===== src/rtl/mexp_pkg.sv =====
`timescale 1ns / 1ps
// ----------------------------------------------------------------------------
// Modular exponentiation package
// Shared widths, register indexes and the request type of the reducer.
// ----------------------------------------------------------------------------
package mexp_pkg;

  // Operand width used for all arithmetic (8 to 32).
  localparam int WIDTH = 32;

  // Width of the external data fields.
  localparam int FIELD_W = 32;

  // Counter width for the bit-serial reducer, able to hold WIDTH itself.
  localparam int CNT_W = $clog2(WIDTH + 1);

  // Configuration register indexes.
  localparam int CFG_IDX_W = 2;
  localparam logic [CFG_IDX_W-1:0] REG_EXPONENT = 2'd0;
  localparam logic [CFG_IDX_W-1:0] REG_MODULUS  = 2'd1;

  // Request into the shift-subtract reducer: reduce {hi, lo} by the modulus.
  typedef struct packed {
    logic             start;
    logic [WIDTH-1:0] hi;
    logic [WIDTH-1:0] lo;
  } mexp_red_req_t;

endpackage


===== src/rtl/modular_exponentiation_unit.sv =====
`timescale 1ns / 1ps
// Each modular product passes the S_MUL multiply, the S_RED launch, WIDTH shift-subtract
// steps in the reducer and a writeback from S_WAIT; the base reduction skips the multiply.
// An item adds one check per exponent bit, one product per set bit and one squaring per bit
// below the top set bit. Reset loads exponent 1, modulus 1, empty output.
// One item at a time: the next is accepted once the result is registered and the unit is
// back in idle, and a held result stalls it further.
// ----------------------------------------------------------------------------
// Modular exponentiation unit
// Right-to-left square-and-multiply over a shared multiplier and a bit-serial
// modular reducer, driven by a small sequencer.
// ----------------------------------------------------------------------------
module modular_exponentiation_unit
  import mexp_pkg::*;
(
  input  logic                 clk,
  input  logic                 rst_n,
  // Configuration write channel
  input  logic                 cfg_valid,
  output logic                 cfg_ready,
  input  logic [CFG_IDX_W-1:0] cfg_index,
  input  logic [FIELD_W-1:0]   cfg_data,
  // Input channel
  input  logic                 in_valid,
  output logic                 in_stall,
  input  logic [FIELD_W-1:0]   in_base_value,
  // Result channel
  output logic                 out_valid,
  input  logic                 out_stall,
  output logic [FIELD_W-1:0]   out_power_result
);

  // Sequencer states.
  localparam logic [2:0] S_IDLE  = 3'd0;
  localparam logic [2:0] S_CHECK = 3'd1;
  localparam logic [2:0] S_MUL   = 3'd2;
  localparam logic [2:0] S_RED   = 3'd3;
  localparam logic [2:0] S_WAIT  = 3'd4;
  localparam logic [2:0] S_DONE  = 3'd5;

  // Which operation the reducer result belongs to.
  localparam logic [1:0] OP_BASE = 2'd0;
  localparam logic [1:0] OP_ACC  = 2'd1;
  localparam logic [1:0] OP_SQR  = 2'd2;

  logic [2:0]         state_r, state_nxt;
  logic [1:0]         op_r, op_nxt;
  logic [FIELD_W-1:0] exp_cfg_r, exp_cfg_nxt;
  logic [FIELD_W-1:0] mod_cfg_r, mod_cfg_nxt;
  logic [WIDTH-1:0]   exp_r, exp_nxt;
  logic [WIDTH-1:0]   base_r, base_nxt;
  logic [WIDTH-1:0]   acc_r, acc_nxt;
  logic               out_valid_r, out_valid_nxt;
  logic [FIELD_W-1:0] out_data_r, out_data_nxt;

  logic [WIDTH-1:0]   mul_a;
  logic [2*WIDTH-1:0] prod;
  mexp_red_req_t      red_req;
  logic               red_done;
  logic [WIDTH-1:0]   red_result;
  logic               in_accept;
  logic               out_free;

  assign cfg_ready = 1'b1;
  assign in_stall  = (state_r != S_IDLE);
  assign in_accept = in_valid && !in_stall;
  assign out_free  = !out_valid_r || !out_stall;

  // Shared multiplier: accumulator times base, or base squared.
  assign mul_a = (op_r == OP_ACC) ? acc_r : base_r;

  mexp_mul u_mul (
    .clk  (clk),
    .op_a (mul_a),
    .op_b (base_r),
    .prod (prod)
  );

  // Reducer launch: the raw base has a zero upper half, products use both halves.
  always_comb begin
    red_req.start = (state_r == S_RED);
    if (op_r == OP_BASE) begin
      red_req.hi = '0;
      red_req.lo = base_r;
    end else begin
      red_req.hi = prod[2*WIDTH-1:WIDTH];
      red_req.lo = prod[WIDTH-1:0];
    end
  end

  mexp_red u_red (
    .clk     (clk),
    .rst_n   (rst_n),
    .req     (red_req),
    .modulus (mod_cfg_r[WIDTH-1:0]),
    .done    (red_done),
    .result  (red_result)
  );

  // Sequencer and configuration writes.
  always_comb begin
    state_nxt     = state_r;
    op_nxt        = op_r;
    exp_cfg_nxt   = exp_cfg_r;
    mod_cfg_nxt   = mod_cfg_r;
    exp_nxt       = exp_r;
    base_nxt      = base_r;
    acc_nxt       = acc_r;
    out_valid_nxt = out_valid_r;
    out_data_nxt  = out_data_r;

    if (cfg_valid && cfg_ready) begin
      if (cfg_index == REG_EXPONENT) begin
        exp_cfg_nxt = cfg_data;
      end else if (cfg_index == REG_MODULUS) begin
        mod_cfg_nxt = cfg_data;
      end
    end

    // The consumer took the held result transaction.
    if (out_valid_r && !out_stall) begin
      out_valid_nxt = 1'b0;
    end

    unique case (state_r)
      S_IDLE: begin
        if (in_accept) begin
          base_nxt  = in_base_value[WIDTH-1:0];
          exp_nxt   = exp_cfg_r[WIDTH-1:0];
          acc_nxt   = WIDTH'(1);
          op_nxt    = OP_BASE;
          state_nxt = S_RED;
        end
      end
      S_CHECK: begin
        if (exp_r == '0) begin
          state_nxt = S_DONE;
        end else if (exp_r[0]) begin
          op_nxt    = OP_ACC;
          state_nxt = S_MUL;
        end else begin
          op_nxt    = OP_SQR;
          state_nxt = S_MUL;
        end
      end
      S_MUL: begin
        state_nxt = S_RED;
      end
      S_RED: begin
        state_nxt = S_WAIT;
      end
      S_WAIT: begin
        if (red_done) begin
          unique case (op_r)
            OP_BASE: begin
              base_nxt  = red_result;
              state_nxt = S_CHECK;
            end
            OP_ACC: begin
              acc_nxt = red_result;
              // No squaring is needed after the top exponent bit.
              if (exp_r[WIDTH-1:1] == '0) begin
                state_nxt = S_DONE;
              end else begin
                op_nxt    = OP_SQR;
                state_nxt = S_MUL;
              end
            end
            OP_SQR: begin
              base_nxt  = red_result;
              exp_nxt   = exp_r >> 1;
              state_nxt = S_CHECK;
            end
            default: begin
              state_nxt = S_IDLE;
            end
          endcase
        end
      end
      S_DONE: begin
        if (out_free) begin
          out_valid_nxt = 1'b1;
          out_data_nxt  = FIELD_W'(acc_r);
          state_nxt     = S_IDLE;
        end
      end
      default: begin
        state_nxt = S_IDLE;
      end
    endcase
  end

  always_ff @(posedge clk) begin
    if (!rst_n) begin
      state_r     <= S_IDLE;
      op_r        <= OP_BASE;
      exp_cfg_r   <= FIELD_W'(1);
      mod_cfg_r   <= FIELD_W'(1);
      out_valid_r <= 1'b0;
    end else begin
      state_r     <= state_nxt;
      op_r        <= op_nxt;
      exp_cfg_r   <= exp_cfg_nxt;
      mod_cfg_r   <= mod_cfg_nxt;
      out_valid_r <= out_valid_nxt;
    end
  end

  // Datapath registers.
  always_ff @(posedge clk) begin
    exp_r      <= exp_nxt;
    base_r     <= base_nxt;
    acc_r      <= acc_nxt;
    out_data_r <= out_data_nxt;
  end

  assign out_valid        = out_valid_r;
  assign out_power_result = out_data_r;

endmodule


===== src/rtl/mexp_mul.sv =====
`timescale 1ns / 1ps
// ----------------------------------------------------------------------------
// Registered operand multiplier
// Multiplies two WIDTH-bit operands and registers the full double-width product.
// ----------------------------------------------------------------------------
module mexp_mul
  import mexp_pkg::*;
(
  input  logic                 clk,
  input  logic [WIDTH-1:0]     op_a,
  input  logic [WIDTH-1:0]     op_b,
  output logic [2*WIDTH-1:0]   prod
);

  logic [2*WIDTH-1:0] prod_r;

  // The product is payload only; the sequencer knows when it is valid.
  always_ff @(posedge clk) begin
    prod_r <= (2*WIDTH)'(op_a) * (2*WIDTH)'(op_b);
  end

  assign prod = prod_r;

endmodule


===== src/rtl/mexp_red.sv =====
`timescale 1ns / 1ps
// ----------------------------------------------------------------------------
// Shift-subtract modular reducer
// Reduces a double-width value whose upper half is already below the modulus,
// one bit per cycle. A modulus of zero keeps the low WIDTH bits.
// ----------------------------------------------------------------------------
module mexp_red
  import mexp_pkg::*;
(
  input  logic             clk,
  input  logic             rst_n,
  input  mexp_red_req_t    req,
  input  logic [WIDTH-1:0] modulus,
  output logic             done,
  output logic [WIDTH-1:0] result
);

  logic             busy_r, busy_nxt;
  logic             done_r, done_nxt;
  logic [CNT_W-1:0] cnt_r, cnt_nxt;
  logic [WIDTH:0]   rem_r, rem_nxt;
  logic [WIDTH-1:0] lo_r, lo_nxt;
  logic [WIDTH:0]   shifted;
  logic [WIDTH:0]   diff;

  // One restoring division step: bring in the next dividend bit and subtract.
  assign shifted = {rem_r[WIDTH-1:0], lo_r[WIDTH-1]};
  assign diff    = shifted - {1'b0, modulus};

  always_comb begin
    busy_nxt = busy_r;
    done_nxt = 1'b0;
    cnt_nxt  = cnt_r;
    rem_nxt  = rem_r;
    lo_nxt   = lo_r;
    if (req.start) begin
      if (modulus == '0) begin
        // Modulus zero means plain truncation to WIDTH bits.
        rem_nxt  = {1'b0, req.lo};
        done_nxt = 1'b1;
      end else begin
        rem_nxt  = {1'b0, req.hi};
        lo_nxt   = req.lo;
        cnt_nxt  = CNT_W'(WIDTH);
        busy_nxt = 1'b1;
      end
    end else if (busy_r) begin
      rem_nxt = (shifted >= {1'b0, modulus}) ? diff : shifted;
      lo_nxt  = {lo_r[WIDTH-2:0], 1'b0};
      cnt_nxt = cnt_r - CNT_W'(1);
      if (cnt_r == CNT_W'(1)) begin
        busy_nxt = 1'b0;
        done_nxt = 1'b1;
      end
    end
  end

  // Control state is reset; the datapath registers are not.
  always_ff @(posedge clk) begin
    if (!rst_n) begin
      busy_r <= 1'b0;
      done_r <= 1'b0;
      cnt_r  <= '0;
    end else begin
      busy_r <= busy_nxt;
      done_r <= done_nxt;
      cnt_r  <= cnt_nxt;
    end
  end

  always_ff @(posedge clk) begin
    rem_r <= rem_nxt;
    lo_r  <= lo_nxt;
  end

  assign done   = done_r;
  assign result = rem_r[WIDTH-1:0];

endmodule


===== config.mk =====
export PLATFORM = sky130hd
export DESIGN_NAME = modular_exponentiation_unit
export DESIGN_NICKNAME = d
export VERILOG_FILES = /design/src/rtl/mexp_pkg.sv /design/src/rtl/modular_exponentiation_unit.sv /design/src/rtl/mexp_mul.sv /design/src/rtl/mexp_red.sv
export SDC_FILE = /design/constraint.sdc
export NUM_CORES = 2
export LEC_CHECK = 0
export BUFFER_PORTS_ARGS = -buffer_cell sky130_fd_sc_hd__buf_2
export CORE_MARGIN = 8
export CORE_UTILIZATION = 50
export DETAILED_ROUTE_END_ITERATION = 8
export PLACE_DENSITY = 0.76
export SLEW_MARGIN = 30
export SYNTH_ARGS = -nofsm -noshare
export SYNTH_HDL_FRONTEND = slang
export SYNTH_HIERARCHICAL = 1
export SYNTH_SLANG_ARGS = --single-unit

===== constraint.sdc =====
create_clock -name clk -period 10.5 [get_ports clk]
set_input_delay 2.1 -clock clk [delete_from_list [all_inputs] [get_ports clk]]
set_output_delay 2.1 -clock clk [all_outputs]
set_load 0.005 [all_outputs]

==> results by group <==
Setup path
  • Family of cells with the greatest summed delay on the critical path: adder cells
  • Data arrival time at the worst-slack endpoint: 10.13 ns
  • Origin of the critical flop-to-flop path: op_r[0]
  • Length in cells of the worst reg-to-reg path: 27
  • Crit path capture type: flop
  • Worst flop-to-flop path endpoint: u_mul/prod[62]
  • Maximum fanout count along the critical path: 32
  • Data required time at the worst endpoint: approximately 11 ns
  • Startpoint types: flop
  • Slowest-stage cell, CP: mux2_2
  • Category of the critical setup timing path: reg2reg
  • Delay of the slowest critical-path stage: 0.64 ns
  • Number of buffers and inverters on the critical path: 5
  • Flop-to-flop setup slack: 0.90 ns
  • Most frequent cell on the critical path: fa_1

Drt
  • Routed via count divided by cell count: 5.54
  • Drt first-iter violations: roughly 2500
  • DRC violations left: 0
  • Antenna viol nets, final: 0
  • Routed vias: 35100
  • Total length of routed wires: 131 mm
  • Number of search-and-repair iterations in the first detailed-routing pass: 5
  • Average wire length per cell after detail routing: 20.8 um

Global route
  • Total track usage: 24.6%
  • Number of antenna violations at the first check in global routing: 9
  • Largest net degree at the start of global routing: 76
  • Met3 layer usage reported by global route: 4.05%
  • Busiest layer in global routing: met2
  • Vias in the first global route: 38300
  • GR met1 Demand/Resource: between 30% and 40%
  • Global route total overflow: 0
  • Wire length of the first global-routing pass: between 200 and 250 mm
  • GR met2 Demand/Resource: about two fifths

STA
  • Max transition margin: about 32%
  • Fin crit share: 91.5%
  • Hold Violations, Final: 0
  • Max Fclk: 104 MHz
  • Setup Skew: 0.0226 ns
  • Setup total negative slack: 0 ns
  • Number of setup violations in the final report: 0
  • Final Max Slew Viols: 0
  • Period minus WS final: about 9.6 ns
  • Worst Max-Slew Pin Slew: 1.02 ns
  • RSZ-0062 raised after global routing: no

Clock network
  • Number of buffers inserted during clock tree synthesis: 31
  • Root buffer cell: clkbuf_16
  • H-Tree Depth: 1
  • Source-to-sink clock delay at the later pin of the worst-skew pair: 0.61 ns
  • Number of buffers added to fix hold violations after cts: 0
  • Clock transition time at the flip-flop clock pins of the worst setup and hold paths: around 0.07 ns
  • Total clock sinks: 334
  • Number of buffers added for setup after CTS: 0
  • Clock tree from TritonCTS: done
  • Maximum clock insertion buffer count: 3
  • Number of instances resized during post-cts repair: 0

Layout
  • Area delta synth->final: 5.57%
  • Final #Nets: 6289
  • Proportion of layout cells with a drive suffix above 1: 7.23%

Logic synthesis
  • Sequential cell area fraction in the yosys report: 17.7%
  • Number of synthesized flops with an enable pin: ~190
  • Yosys warning count: 6
  • XOR/XNOR share of the synthesized area: 1.60%
  • Share of cell area taken by muxes after synthesis: 3.52%
  • Complex-gate fraction of the synthesized area: 6.07%
  • Main flop type after synthesis: edfxtp_1
  • Leading area contributor after synthesis: fa_1
  • Combinational family with the most area after synthesis: adder cells
  • List of most frequent post-synthesis cells: inv_1 (908), fa_1 (897), nand2_1 (746)
  • Share of Yosys cell area claimed by the top area cell type: about 37%
  • Share of flip-flops with an asynchronous set or reset after synthesis: 0%
  • Cell types with the largest area share after synthesis: fa_1 (37%), edfxtp_1 (12%), and2_1 (7.9%)
  • Synthesis-stage register bit count: 334
  • Adder-cell share of the synthesized area: 44.5%
  • Most numerous cell in the Yosys netlist: inv_1
  • Number of cells produced by synthesis: 5099
  • Netlist Area Pre-Place: 48700 sq um
  • Mean instance size in the synthesized netlist: 9.55 sq um
  • Synthesized net count: 6364
  • Distinct cells, synth: 91
  • Simple-gate share of the synthesized area: 17.2%

Placement
  • Estimated wirelength of the detail-placed design: 103 mm
  • Final weighted congestion in routability-driven placement: between 0.9 and 1
  • Number of input and output port buffers inserted: ~100

Hold path
  • Hold crit path type: reg2reg
  • WHS Path Cells: 0
  • Worst min-delay path endpoint: out_power_result[25]
  • Startpoint of the worst hold path: acc_r[25]

Floorplanning
  • Starting utilization of the core area: between 50% and 60%
  • Die width: 328 um
  • Standard cell core area: 96600 sq um
  • I/O pin count: 106
  • Total number of placement rows: 114
  • Full die area: 108000 sq um
  • Die Span Y: 328 um

Flow run
  • Max_cap viols: 0

Outcome
  • Status: finished clean
## cells by family after synthesis
kind of cell | after synthesis
AO/OA/AOI/OAI | 457
XOR/XNOR | 89
adder cells (fa/ha/maj) | 1194
buffers and inverters | 1202
flip-flops | 334
multiplexers | 159
other | 1
AND/OR/NAND/NOR | 1663
## stage by stage
step	instance area [sq um]	utilization [%]	std cells	hold slack, ns	setup slack [ns]
after detailed placement	50300	52.1	6267	0.445	1.04
after floorplan	48700	-	5099	0.420	2.49
after CTS	51400	53.2	6325	0.450	0.973
after global placement	50300	52.1	6265	0.439	1.12
after global routing	51400	53.2	6325	0.452	0.558
final	51400	53.2	6331	0.449	0.897
## layer usage
metal	wire, um	vias up
li1	-	15600
met1	53900	17900
met2	63000	1351
met3	9590	244
met4	5010	4
met5	32	-
## placed cells by master, fill, tap and decap left out, drive strengths merged, types with 8 or more instances in the layout
cell type,Yosys,layout
a211oi,11,11
a21o,70,70
a21oi,179,179
a31oi,17,17
and2,612,612
and3,43,43
buf,35,186
clkbuf,259,43
dfxtp,142,142
edfxtp,192,192
fa,897,897
ha,297,297
inv,908,913
mux2,97,97
mux2i,62,62
nand2,746,746
nand2b,12,12
nand3,19,19
nand4,32,32
nor2,68,68
nor2b,44,44
nor3,23,23
nor4,24,24
o211ai,8,8
o21a,15,15
o21ai,66,66
o21bai,17,17
o31ai,9,9
or3,8,8
xnor2,49,49
xor2,40,40
## area by class of cell
cell class              count  area (sq um)
flip-flops and latches    334          8610
inverters                 908          3410
clock inverters            15           163
well taps                1276          1600
diodes                      6          15.0
multi-input cells        3563         35600
clock buffers              43           893
fillers                  8458         45100
repair buffers            186          1150
## worst register-to-register path, cell delays in order (launching register included)
cell	delay, ns
dfxtp_1	0.50
nor2b_4	0.49
buf_4	0.36
mux2_2	0.64
and2_1	0.33
fa_1	0.53
inv_1	0.06
fa_1	0.54
inv_1	0.05
fa_1	0.50
inv_1	0.06
fa_1	0.54
inv_1	0.06
fa_1	0.54
fa_1	0.44
fa_1	0.57
fa_1	0.45
ha_1	0.38
a21oi_1	0.19
nand2_1	0.10
a32oi_1	0.33
a31oi_1	0.15
a2111oi_2	0.62
o21ai_1	0.24
a31oi_1	0.38
nand3_1	0.13
a31oi_1	0.22
xnor2_1	0.14
## how the worst max path moves through the flow
stage | from | endpoint | slack, ns | depth (start not counted)
after floorplan | op_r[0] | u_mul/prod[62] | 2.49 | 31
after global placement | op_r[0] | u_mul/prod[62] | 1.12 | 27
after detailed placement | op_r[0] | u_mul/prod[62] | 1.04 | 27
after CTS | op_r[0] | u_mul/prod[62] | 0.97 | 27
after global routing | op_r[0] | u_mul/prod[62] | 0.56 | 27
final | op_r[0] | u_mul/prod[62] | 0.90 | 27
## flip-flops by register name, indices dropped and copies added, names as in the netlist
| name | cells |
|---|---|
| u_mul/prod | 64 |
| acc_r | 32 |
| base_r | 32 |
| exp_cfg_r | 32 |
| exp_r | 32 |
| mod_cfg_r | 32 |
| out_power_result | 32 |
| u_red/lo_r | 32 |
| u_red/rem_r | 32 |
| u_red/cnt_r | 6 |
| state_r | 3 |
| op_r | 2 |
| out_valid | 1 |
| u_red/busy_r | 1 |
| u_red/done | 1 |
Power is left out: the tool's default activity adds up to more than one toggle a clock period on the data nets, which glitch-free logic cannot reach.
